### config.mk
export PLATFORM = sky130hd
export DESIGN_NAME = http_chunked_body_decoder_core_flat
export DESIGN_NICKNAME = d
export VERILOG_FILES = /design/src/hdl/hcbd_pkg.sv /design/src/hdl/hcbd_in_if.sv /design/src/hdl/hcbd_out_if.sv /design/src/hdl/hcbd_size_parse.sv /design/src/hdl/hcbd_decoder_fsm.sv /design/src/hdl/http_chunked_body_decoder_core.sv /design/src/flat_wrapper.sv
export VERILOG_INCLUDE_DIRS = /design/src /design/src/hdl
export SDC_FILE = /design/constraint.sdc
export NUM_CORES = 1
export LEC_CHECK = 0
export BUFFER_PORTS_ARGS = -buffer_cell sky130_fd_sc_hd__buf_4
export CAP_MARGIN = 20
export CORE_AREA = 2 2 83 85
export CTS_CLUSTER_DIAMETER = 40
export DETAILED_ROUTE_END_ITERATION = 8
export DIE_AREA = 0 0 85 87
export MAX_ROUTING_LAYER = met4
export PLACE_DENSITY_LB_ADDON = 0.12
export SYNTH_ARGS = -nofsm -noshare
export SYNTH_HDL_FRONTEND = slang
export SYNTH_SLANG_ARGS = --single-unit
### constraint.sdc
create_clock -name i_clk -period 3.6 [get_ports i_clk]
set_input_delay 0.36 -clock i_clk [delete_from_list [all_inputs] [get_ports i_clk]]
set_output_delay 0.36 -clock i_clk [all_outputs]
set_load 0.01 [all_outputs]
### src/hdl/http_chunked_body_decoder_core_defines.svh
// assertion macros for the chunked body decoder
// used by the top level only; expects i_clk and i_rst_n in scope
`ifndef HTTP_CHUNKED_BODY_DECODER_CORE_DEFINES_SVH
`define HTTP_CHUNKED_BODY_DECODER_CORE_DEFINES_SVH

`ifndef SYNTHESIS

// condition must hold at every clock edge out of reset
`define HCBD_ASSERT_ALWAYS(name, cond) \
    name: assert property (@(posedge i_clk) disable iff (!i_rst_n) (cond)) \
        else $error("hcbd check failed");

// antecedent at one edge implies consequent at the next edge
`define HCBD_ASSERT_NEXT(name, ante, cons) \
    name: assert property (@(posedge i_clk) disable iff (!i_rst_n) (ante) |=> (cons)) \
        else $error("hcbd check failed");

`else

`define HCBD_ASSERT_ALWAYS(name, cond)
`define HCBD_ASSERT_NEXT(name, ante, cons)

`endif

`endif

### src/hdl/hcbd_pkg.sv
// shared types, constants and helper functions of the chunked body decoder
// no dependencies
package hcbd_pkg;

    localparam int COUNT_BITS = 32;
    localparam int HEX_BITS   = 4;

    localparam logic [7:0] CH_CR   = 8'h0D;
    localparam logic [7:0] CH_LF   = 8'h0A;
    localparam logic [7:0] CH_SP   = 8'h20;
    localparam logic [7:0] CH_TAB  = 8'h09;
    localparam logic [7:0] CH_VT   = 8'h0B;
    localparam logic [7:0] CH_FF   = 8'h0C;
    localparam logic [7:0] CH_ZERO = 8'h30;
    localparam logic [7:0] CH_NINE = 8'h39;
    localparam logic [7:0] CH_LA   = 8'h61;
    localparam logic [7:0] CH_LF_HEX = 8'h66;
    localparam logic [7:0] CH_UA   = 8'h41;
    localparam logic [7:0] CH_UF   = 8'h46;
    localparam logic [7:0] CH_LX   = 8'h78;
    localparam logic [7:0] CH_UX   = 8'h58;

    localparam logic [1:0] SKIP_BYTES = 2'd2;

    typedef logic [COUNT_BITS-1:0] t_count;

    typedef enum logic [2:0] {
        PH_LINE    = 3'd0,
        PH_LINE_CR = 3'd1,
        PH_DATA    = 3'd2,
        PH_SKIP    = 3'd3,
        PH_DONE    = 3'd4
    } t_phase;

    typedef enum logic [1:0] {
        PFX_BLANK   = 2'd0,
        PFX_ZERO    = 2'd1,
        PFX_DIGITS  = 2'd2,
        PFX_AFTER_X = 2'd3
    } t_prefix;

    typedef struct packed {
        logic       hit;
        logic [7:0] data;
        logic       body_end;
    } t_result;

    function automatic logic is_blank(input logic [7:0] c);
        return (c == CH_SP) || (c == CH_TAB) || (c == CH_LF) ||
               (c == CH_VT) || (c == CH_FF) || (c == CH_CR);
    endfunction

    // returns {valid, nibble}
    function automatic logic [HEX_BITS:0] hex_decode(input logic [7:0] c);
        logic [HEX_BITS:0] r;
        r = '0;
        if (c >= CH_ZERO && c <= CH_NINE) begin
            r = {1'b1, HEX_BITS'(c - CH_ZERO)};
        end else if (c >= CH_LA && c <= CH_LF_HEX) begin
            r = {1'b1, HEX_BITS'(c - CH_LA + 8'd10)};
        end else if (c >= CH_UA && c <= CH_UF) begin
            r = {1'b1, HEX_BITS'(c - CH_UA + 8'd10)};
        end
        return r;
    endfunction

endpackage

### src/hdl/hcbd_in_if.sv
// input channel of the chunked body decoder: one raw body word per handshake
// depends on nothing
interface hcbd_in_if;
    logic       valid;
    logic       ready;
    logic [7:0] in_byte;

    modport source (output valid, output in_byte, input ready);
    modport sink   (input valid, input in_byte, output ready);
endinterface

### src/hdl/hcbd_out_if.sv
// result channel of the chunked body decoder: payload word or end marker
// depends on nothing
interface hcbd_out_if;
    logic       valid;
    logic       ready;
    logic [7:0] out_byte;
    logic       body_end;

    modport source (output valid, output out_byte, output body_end, input ready);
    modport sink   (input valid, input out_byte, input body_end, output ready);
endinterface

### src/hdl/hcbd_size_parse.sv
// hex size line parser: next count, prefix tracking and close flag for one word
// depends on hcbd_pkg
module hcbd_size_parse
    import hcbd_pkg::*;
(
    input  logic [7:0] i_byte,
    input  logic       i_cr_first,
    input  logic       i_byte_en,
    input  t_count     i_count,
    input  t_prefix    i_prefix,
    input  logic       i_closed,
    output t_count     o_count,
    output t_prefix    o_prefix,
    output logic       o_closed
);

    logic [HEX_BITS:0] hx;
    logic              closed_pre;
    logic              add;
    logic              sat;

    assign hx  = hex_decode(i_byte);
    assign sat = |i_count[COUNT_BITS-1 -: HEX_BITS];

    always_comb begin
        // a held-back cr counts as a blank before digits, else it closes them
        closed_pre = i_closed | (i_cr_first & (i_prefix != PFX_BLANK));
        o_prefix   = i_prefix;
        o_closed   = closed_pre;
        add        = 1'b0;
        if (i_byte_en && !closed_pre) begin
            case (i_prefix)
                PFX_BLANK: begin
                    if (!is_blank(i_byte)) begin
                        if (!hx[HEX_BITS]) begin
                            o_closed = 1'b1;
                        end else begin
                            add      = 1'b1;
                            o_prefix = (i_byte == CH_ZERO) ? PFX_ZERO : PFX_DIGITS;
                        end
                    end
                end
                PFX_ZERO: begin
                    if (i_byte == CH_LX || i_byte == CH_UX) begin
                        o_prefix = PFX_AFTER_X;
                    end else if (!hx[HEX_BITS]) begin
                        o_closed = 1'b1;
                    end else begin
                        add      = 1'b1;
                        o_prefix = PFX_DIGITS;
                    end
                end
                default: begin
                    if (!hx[HEX_BITS]) begin
                        o_closed = 1'b1;
                    end else begin
                        add      = 1'b1;
                        o_prefix = PFX_DIGITS;
                    end
                end
            endcase
        end
    end

    // saturate once a nibble would shift out of the top
    always_comb begin
        o_count = i_count;
        if (add) begin
            o_count = sat ? '1 : {i_count[COUNT_BITS-HEX_BITS-1:0], hx[HEX_BITS-1:0]};
        end
    end

endmodule

### src/hdl/hcbd_decoder_fsm.sv
// phase state machine of the chunked decoder: size line, data, trailing crlf, done
// depends on hcbd_pkg and hcbd_size_parse
module hcbd_decoder_fsm
    import hcbd_pkg::*;
(
    input  logic       i_clk,
    input  logic       i_rst_n,
    input  logic       i_step,
    input  logic [7:0] i_byte,
    output t_result    o_res
);

    t_phase     r_phase,  n_phase;
    t_count     r_count,  n_count;
    logic       r_closed, n_closed;
    t_prefix    r_prefix, n_prefix;
    logic [1:0] r_skip,   n_skip;

    t_count     p_count;
    t_prefix    p_prefix;
    logic       p_closed;
    t_count     cnt_dec;
    logic [1:0] skip_dec;

    hcbd_size_parse u_parse (
        .i_byte     (i_byte),
        .i_cr_first (r_phase == PH_LINE_CR),
        .i_byte_en  ((r_phase == PH_LINE) || (i_byte != CH_CR)),
        .i_count    (r_count),
        .i_prefix   (r_prefix),
        .i_closed   (r_closed),
        .o_count    (p_count),
        .o_prefix   (p_prefix),
        .o_closed   (p_closed)
    );

    assign cnt_dec  = r_count - {{(COUNT_BITS-1){1'b0}}, |r_count};
    assign skip_dec = r_skip - {1'b0, |r_skip};

    // next state
    always_comb begin
        n_phase  = r_phase;
        n_count  = r_count;
        n_closed = r_closed;
        n_prefix = r_prefix;
        n_skip   = r_skip;
        unique case (r_phase)
            PH_LINE: begin
                if (i_byte == CH_CR) begin
                    n_phase = PH_LINE_CR;
                end else begin
                    n_count  = p_count;
                    n_prefix = p_prefix;
                    n_closed = p_closed;
                end
            end
            PH_LINE_CR: begin
                if (i_byte == CH_LF) begin
                    n_phase = (r_count == '0) ? PH_DONE : PH_DATA;
                end else begin
                    n_count  = p_count;
                    n_prefix = p_prefix;
                    n_closed = p_closed;
                    n_phase  = (i_byte == CH_CR) ? PH_LINE_CR : PH_LINE;
                end
            end
            PH_DATA: begin
                n_count = cnt_dec;
                if (cnt_dec == '0) begin
                    n_phase = PH_SKIP;
                    n_skip  = SKIP_BYTES;
                end
            end
            PH_SKIP: begin
                if (skip_dec == 2'd0) begin
                    n_phase  = PH_LINE;
                    n_count  = '0;
                    n_closed = 1'b0;
                    n_prefix = PFX_BLANK;
                    n_skip   = 2'd0;
                end else begin
                    n_skip = skip_dec;
                end
            end
            default: ;
        endcase
    end

    // result for the current word
    always_comb begin
        o_res = '0;
        unique case (r_phase)
            PH_LINE_CR: begin
                if (i_byte == CH_LF && r_count == '0) begin
                    o_res.hit      = 1'b1;
                    o_res.body_end = 1'b1;
                end
            end
            PH_DATA: begin
                o_res.hit  = 1'b1;
                o_res.data = i_byte;
            end
            default: ;
        endcase
    end

    always_ff @(posedge i_clk) begin
        if (!i_rst_n) begin
            r_phase  <= PH_LINE;
            r_count  <= '0;
            r_closed <= 1'b0;
            r_prefix <= PFX_BLANK;
            r_skip   <= 2'd0;
        end else if (i_step) begin
            r_phase  <= n_phase;
            r_count  <= n_count;
            r_closed <= n_closed;
            r_prefix <= n_prefix;
            r_skip   <= n_skip;
        end
    end

endmodule

### src/hdl/http_chunked_body_decoder_core.sv
// chunked body decoder, top level: input register, phase machine, result register
// depends on hcbd_pkg, hcbd_in_if, hcbd_out_if, hcbd_decoder_fsm and the defines header
//
// usage
//   i_in carries the raw chunked body, one word per valid/ready handshake.
//   o_out carries payload words (body_end low) and, once, an end marker
//   (body_end high, out_byte zero) when the zero-size line's crlf arrives.
//   size lines, the crlf after each chunk and anything after the end
//   produce no result.
// timing
//   a word taken into the input register is decoded from there into the result
//   register, which drives o_out.
//   one word per cycle is sustained while o_out does not stall; the decode of a word is a single pass
//   through the phase machine and the hex size parser between the two registers.
// reset
//   i_rst_n low (synchronous) empties both registers and returns the parser
//   to the start of a size line with a zero count.
// stall
//   while o_out.ready is low and a result is held, the input register keeps
//   its word and i_in.ready drops once that register is full; nothing is lost.
`include "http_chunked_body_decoder_core_defines.svh"

module http_chunked_body_decoder_core
    import hcbd_pkg::*;
(
    input  logic        i_clk,
    input  logic        i_rst_n,
    hcbd_in_if.sink     i_in,
    hcbd_out_if.source  o_out
);

    // input register
    logic       r_in_valid, n_in_valid;
    logic [7:0] r_in_byte;

    // result register
    logic       r_out_valid, n_out_valid;
    logic [7:0] r_out_data;
    logic       r_out_end;

    logic       in_fire;
    logic       step_go;
    t_result    res;

    // decode the held word when the result slot is free or draining
    assign step_go = r_in_valid && (!r_out_valid || o_out.ready);

    assign i_in.ready = !r_in_valid || step_go;
    assign in_fire    = i_in.valid && i_in.ready;

    hcbd_decoder_fsm u_fsm (
        .i_clk   (i_clk),
        .i_rst_n (i_rst_n),
        .i_step  (step_go),
        .i_byte  (r_in_byte),
        .o_res   (res)
    );

    assign n_in_valid  = in_fire || (r_in_valid && !step_go);
    assign n_out_valid = (r_out_valid && !o_out.ready) || (step_go && res.hit);

    always_ff @(posedge i_clk) begin
        if (!i_rst_n) begin
            r_in_valid  <= 1'b0;
            r_out_valid <= 1'b0;
        end else begin
            r_in_valid  <= n_in_valid;
            r_out_valid <= n_out_valid;
        end
    end

    // payload registers
    always_ff @(posedge i_clk) begin
        if (in_fire) begin
            r_in_byte <= i_in.in_byte;
        end
        if (step_go && res.hit) begin
            r_out_data <= res.data;
            r_out_end  <= res.body_end;
        end
    end

    assign o_out.valid    = r_out_valid;
    assign o_out.out_byte = r_out_data;
    assign o_out.body_end = r_out_end;

    // the end marker never carries payload
    `HCBD_ASSERT_ALWAYS(a_end_zero, !(r_out_valid && r_out_end) || (r_out_data == 8'd0))

    // nothing follows the end marker out of the decoder
    `HCBD_ASSERT_NEXT(a_end_last, step_go && res.hit && res.body_end, !(step_go && res.hit))

    // a held word plus a stalled result must block the input side
    `HCBD_ASSERT_ALWAYS(a_stall_blocks, !(r_in_valid && r_out_valid && !o_out.ready) || !i_in.ready)

endmodule
### src/flat_wrapper.sv
// flat-port wrapper written by rule: the top's interface ports become plain ports
module http_chunked_body_decoder_core_flat import hcbd_pkg::*;
  (i_clk, i_rst_n, i_in_valid, i_in_in_byte, i_in_ready, o_out_valid, o_out_out_byte, o_out_body_end, o_out_ready);
  hcbd_in_if i_in_i ();
  hcbd_out_if o_out_i ();
  input  logic i_clk;
  input  logic i_rst_n;
  input wire logic [$bits(i_in_i.valid)-1:0] i_in_valid;
  input wire logic [$bits(i_in_i.in_byte)-1:0] i_in_in_byte;
  output wire logic [$bits(i_in_i.ready)-1:0] i_in_ready;
  output wire logic [$bits(o_out_i.valid)-1:0] o_out_valid;
  output wire logic [$bits(o_out_i.out_byte)-1:0] o_out_out_byte;
  output wire logic [$bits(o_out_i.body_end)-1:0] o_out_body_end;
  input wire logic [$bits(o_out_i.ready)-1:0] o_out_ready;
  assign i_in_i.valid = i_in_valid;
  assign i_in_i.in_byte = i_in_in_byte;
  assign i_in_ready = i_in_i.ready;
  assign o_out_valid = o_out_i.valid;
  assign o_out_out_byte = o_out_i.out_byte;
  assign o_out_body_end = o_out_i.body_end;
  assign o_out_i.ready = o_out_ready;
  http_chunked_body_decoder_core u_core (.i_clk(i_clk), .i_rst_n(i_rst_n), .i_in(i_in_i), .o_out(o_out_i));
endmodule
* Yosys cells after proc, flatten, opt, wreduce, memory -nomap -nowiden
Index checks and enable logic that the tools add are counted.
W data, S select, Z words.
** Cells by class
- Multiply operators :: 0
- Reductions and logical operators :: 42
- Divide/modulo/power cells :: 0
- Bitwise operators :: 2
- Add/subtract/negate cells :: 7
- Order comparisons :: 6
- Shifts and indexed selects :: 0
- Equality and inequality tests :: 19
- Muxes and demuxes :: 46
** Operator list (number)
- $mux W32 :: 5
- $pmux W32 S4 :: 1
- $logic_not A32 Y1 :: 2
- $eq A8 B4 Y1 const B :: 5
- $reduce_or A32 Y1 :: 1
- $sub A32 B1 Y32 :: 1
- $mux W2 :: 11
- $eq A8 B6 Y1 const B :: 2
- $eq A8 B7 Y1 const B :: 2
- $ge A8 B7 Y1 const B :: 2
- $le A8 B7 Y1 const B :: 2
- $mux W3 :: 5
- $mux W5 :: 3
- $reduce_and A5 Y1 :: 3
- $mux W1 :: 13
- $pmux W3 S4 :: 1
- $sub A4 B1 Y4 const B :: 3
- $logic_or A1 B1 Y1 :: 11
- $logic_and A1 B1 Y1 :: 10
- $add A4 B4 Y4 const B :: 2
- $ge A8 B6 Y1 const B :: 1
- $le A8 B6 Y1 const B :: 1
- $ne A2 B2 Y1 const B :: 4
- $ne A8 B4 Y1 const B :: 1
- 20 further kinds :: 30
** Word-level totals
- Bits in latches :: 0
- Memory bits (writable) :: 0
- Register bits after elaboration :: 59
- Bits of input ports :: 12
- Memory bits (read-only) :: 0
- Memories :: 0

* Longest topological paths before layout
- Depth after elaboration :: 12
- Mapped depth :: 14
- Gate-level depth less buffers :: 13

* By module
A second synthesis with hierarchy kept.
** Second synthesis, totals
- Cell total of the unflattened synthesis :: 574
- Area, all modules :: 4521.8 um2
** By module, submodules not included
- hcbd_decoder_fsm :: cells each 396, instances 1, area an instance 2885.3 um2
- hcbd_size_parse :: cells each 148, instances 1, area an instance 1013.5 um2
- http_chunked_body_decoder_core :: cells each 30, instances 1, area an instance 623.1 um2

* Worst setup path after synthesis
No wires, ideal clock.
- Kind :: register to register
- From :: register u_core.u_fsm.r_count[28]
- To :: register u_core.u_fsm.r_skip[0]
- Required time :: 3.473 ns
- Path buffers :: 0
- Setup time :: 0.127 ns
- Arrival time :: 2.959 ns
- Path slack :: 0.513 ns
- Cell stages (with the launch flop) :: 14
- Cell sequence :: dfxtp_1 or3_1 or2_2 nor2_1 nand4_1 ha_1 ha_1 nor4b_2 nand2_1 nor3_1 o32ai_1 o2111ai_1 nor4_2 o21ai_1
** Between the ends
- Cells in the longest elaborated chain, start to end :: 5
** RTL lines
- start, declared :: line hcbd_decoder_fsm.sv:14 : t_count r_count, n_count;
- start signal, assigned :: line hcbd_decoder_fsm.sv:116 : r_count <= n_count;
- $reduce_or A32 Y1 :: line hcbd_decoder_fsm.sv:37 : assign cnt_dec = r_count - {{(COUNT_BITS-1){1'b0}}, |r_count};
- $sub A32 B1 Y32 * :: line hcbd_decoder_fsm.sv:37
- $logic_not A32 Y1 * :: line hcbd_decoder_fsm.sv:69 : if (cnt_dec == '0) begin
- $ne A2 B2 Y1 (no line) *
- $reduce_and A3 Y1 (no line) *
- end signal, assigned :: line hcbd_decoder_fsm.sv:119 : r_skip <= n_skip;
- end, declared :: line hcbd_decoder_fsm.sv:17 : logic [1:0] r_skip, n_skip;
Every way passes the cells marked *; elsewhere a longest branch is shown, timed or not.
A chain may end at the register's enable or synchronous reset.

* Final worst setup path
Same ends and word-level chain as after synthesis.

==> flow_summary.ini <==
[status]
outcome = completed

[route]
ant_nets = 0
drt_iter0_drc = 402
drc = 0
dr_total_vias = 4028
firstDrtPassIters = 5
wl_mm = 11.29
routedWlPerCell_microns = 19.10
viasPerCell = 6.816

[placed_design]
dpl.hpwl_mm = 7.602
place.gp.congestion = 0.9870
post-place-ws_ns = 0.2080
portBuffers = 22

[setup_path]
end_kind = flip-flop
required_ns = 3.83
crit_type = flip-flop to flip-flop
start_kind = flip-flop
cp_num_buf_inv = 0
worstPathArrival_ns = 3.66
critPathSlowestCell = or3_1
reg2reg_depth = 13
path_delay_family = simple AND/OR/NAND/NOR gates
cp_max_fo = 7
path_cells = or3_1, or2_2, nor2_1, nand4_1, ha_1, ha_1, nor4b_2, nand2_1, nor3_1, o32ai_1, o2111ai_1, nor4_2, o21ai_1
cpPeakStageDelay_ns = 0.40
path_depth = 13
crit_top_cell = ha_1

[grt]
grt_max_degree = 36
grt_pass1_vias = 3542
grt_antenna_before_repair = 0
grt-ovfl-total = 0
grt_pass1_wl_mm = 17.90
grt_usage_pct = 31.52

[sta]
tns_ns = 0
timing.fmax_mhz = 291.4
post-route-period-util_pct = 95.34
hold_viol = 0
finalClockSkew_ns = 0.01130
setup_viol_count_final = 0
fin_crit_ns = 3.432
maxSlewViolCount = 0
whs_ns = 0.1855
fin_ws_ns = 0.1678
relSlewSlack_pct = 56.44
tightest_slew_ns = 0.6475

[final_layout]
final_util_pct = 66.42
fin_nets = 525
drive_above_1_share_pct = 14.87
antennaDiodeCount = 0
area_delta_synth_final_pct = 11.98

[logic_synthesis]
synth-main-ff-cell = dfxtp_1
syn_area_sq_mm = 0.003896
synth_area_per_cell_sq_um = 7.952
postSynthCellCount = 490
ys_seq_elements = 59
synth_area_leaders = dfxtp_1 (22%), edfxtp_1 (13%), o21ai_0 (7.6%)
syn_nets = 509
ys_types = 70
synth_top_area_cell = dfxtp_1
netlist.area_leader.share_pct = 21.58
yosysSeqAreaShare_pct = 34.68
async_flop_share_pct = 0
yosysWarnings = 0
synth-edff-count = 17

[floorplanning]
die_w_microns = 85
io_pins = 23
fp-row-count = 30
fp.dieH_microns = 87
die_area_sq_mm = 0.007395
initial_utilization_pct = 59.31
core_area_sq_mm = 0.006569

[cts]
numCtsBuffers = 9
cts.sinks = 59
postCtsHoldBufs = 0
cts-htree-levels = 3
cts_buffer_depth = 2
insertion_delay_ns = 0.35
cts_tree = yes
cts-root-buf = clkbuf_8
cts.clk_slew.worst_paths_ns = 0.07

[worst_hold_path]
whs_path_depth = 1
hold_path.class = input pin to flip-flop

[flow_run]
maxCapViolCount = 0

[power]
fin_total_pwr_mw = 1.618
power.density_mw_per_mm2 = 370.9
peakVddDrop_v = 0.0002469
p_leak_nw = 1.579
[through the flow]
stage,cell area [sq um],instances
floorplan,3896,490
global placement,4150,575
detailed placement,4150,575
CTS,4358,591
global route,4363,591
finish,4363,591
[path summary, 6_finish.rpt]
kind | startpoint | endpoint | slack [ns]
setup reg to reg | u_core.u_fsm.r_count[28] | u_core.u_fsm.r_skip[0] | 0.17
setup / recovery | u_core.u_fsm.r_count[28] | u_core.u_fsm.r_skip[0] | 0.17
hold reg to reg | u_core.u_fsm.r_closed | u_core.u_fsm.r_closed | 0.47
hold / removal | i_in_in_byte[0] | u_core.r_in_byte[0] | 0.19
[cell type report]
type	instances	area [sq um]
inverters	13	48.80
repair buffers	39	305.3
clock inverters	6	80.08
clock buffers	10	127.6
flip-flops and latches	59	1351
well taps	80	100.1
multi-input cells	384	2350
fillers	546	2206
[state kept, by name, summed over array words and instances (netlist names)]
| register | count |
|---|---|
| u_core.u_fsm.r_count | 32 |
| u_core.o_out.out_byte | 8 |
| u_core.r_in_byte | 8 |
| u_core.u_fsm.r_phase | 3 |
| u_core.u_fsm.r_prefix | 2 |
| u_core.u_fsm.r_skip | 2 |
| u_core.o_out.body_end | 1 |
| u_core.o_out.valid | 1 |
| u_core.r_in_valid | 1 |
| u_core.u_fsm.r_closed | 1 |
[report_power, final]
part	switching, mW	internal [mW]	total [mW]
Combinational	0.151	0.0964	0.248
Clock	0.276	0.384	0.660
Sequential	0.0178	0.693	0.711
Total	0.445	1.17	1.62
[layout by cell type (no fill, tap or decap), types with 16 or more instances in the layout]
| cell type | netlist | final |
|---|---|---|
| o21ai_0 | 59 | 59 |
| nor2_1 | 43 | 43 |
| dfxtp_1 | 42 | 42 |
| a21oi_1 | 38 | 38 |
| buf_4 | 2 | 38 |
| nand2_1 | 37 | 37 |
| nor3_1 | 28 | 27 |
| nand3_1 | 18 | 18 |
| edfxtp_1 | 17 | 17 |
| o31ai_1 | 16 | 16 |
[routing by layer]
layer	part of all wire, %	wire length [microns]	track usage [%]	vias to the layer above
met5	0	0	-	-
met4	2.8	315	13.85	0
met3	9.8	1111	6.825	45
met2	43	4855	44.74	260
met1	44	5005	43.17	1850
li1	-	-	-	1873
[Yosys cell counts (3+ instances only)]
| master | instances |
|---|---|
| a21o_1 | 4 |
| ha_1 | 7 |
| or3_1 | 5 |
| a22oi_1 | 5 |
| o21a_1 | 3 |
| buf_2 | 7 |
| or2_2 | 5 |
| nor2b_1 | 3 |
| and2_1 | 4 |
| dfxtp_1 | 42 |
| o21ai_0 | 59 |
| buf_1 | 4 |
| o31ai_1 | 16 |
| inv_1 | 13 |
| nand3_1 | 18 |
| edfxtp_1 | 17 |
| nor2_1 | 43 |
| nand4b_1 | 4 |
| nor3_1 | 28 |
| o21ai_1 | 7 |
| and3_1 | 10 |
| a31oi_1 | 5 |
| nor4_1 | 10 |
| a21oi_1 | 38 |
| nand2_1 | 37 |
| o31a_1 | 3 |
| clkbuf_1 | 20 |
| nand2b_1 | 5 |
| xnor2_1 | 9 |
| o311ai_0 | 3 |
| a211oi_1 | 5 |
[timing repair]
action,4_1_cts,5_1_grt
setup buffers,0,0
gates resized for setup,0,1
hold endpoints to repair,0,0
setup endpoints to repair,0,3
[logic make-up (layout without fill, tap and decap cells)]
kind of cell,after synthesis,count (layout),synth area share (%)
AOI/OAI and AO/OA,170,170,27.33
xor gates and xnor gates,10,10,2.248
adders and majority gates,7,7,2.248
buffers and inverters,47,68,5.138
DFF,59,59,34.68
muxes,1,1,0.2890
and+or+nand+nor,196,196,28.07
Power figures use the tool's default switching activity.
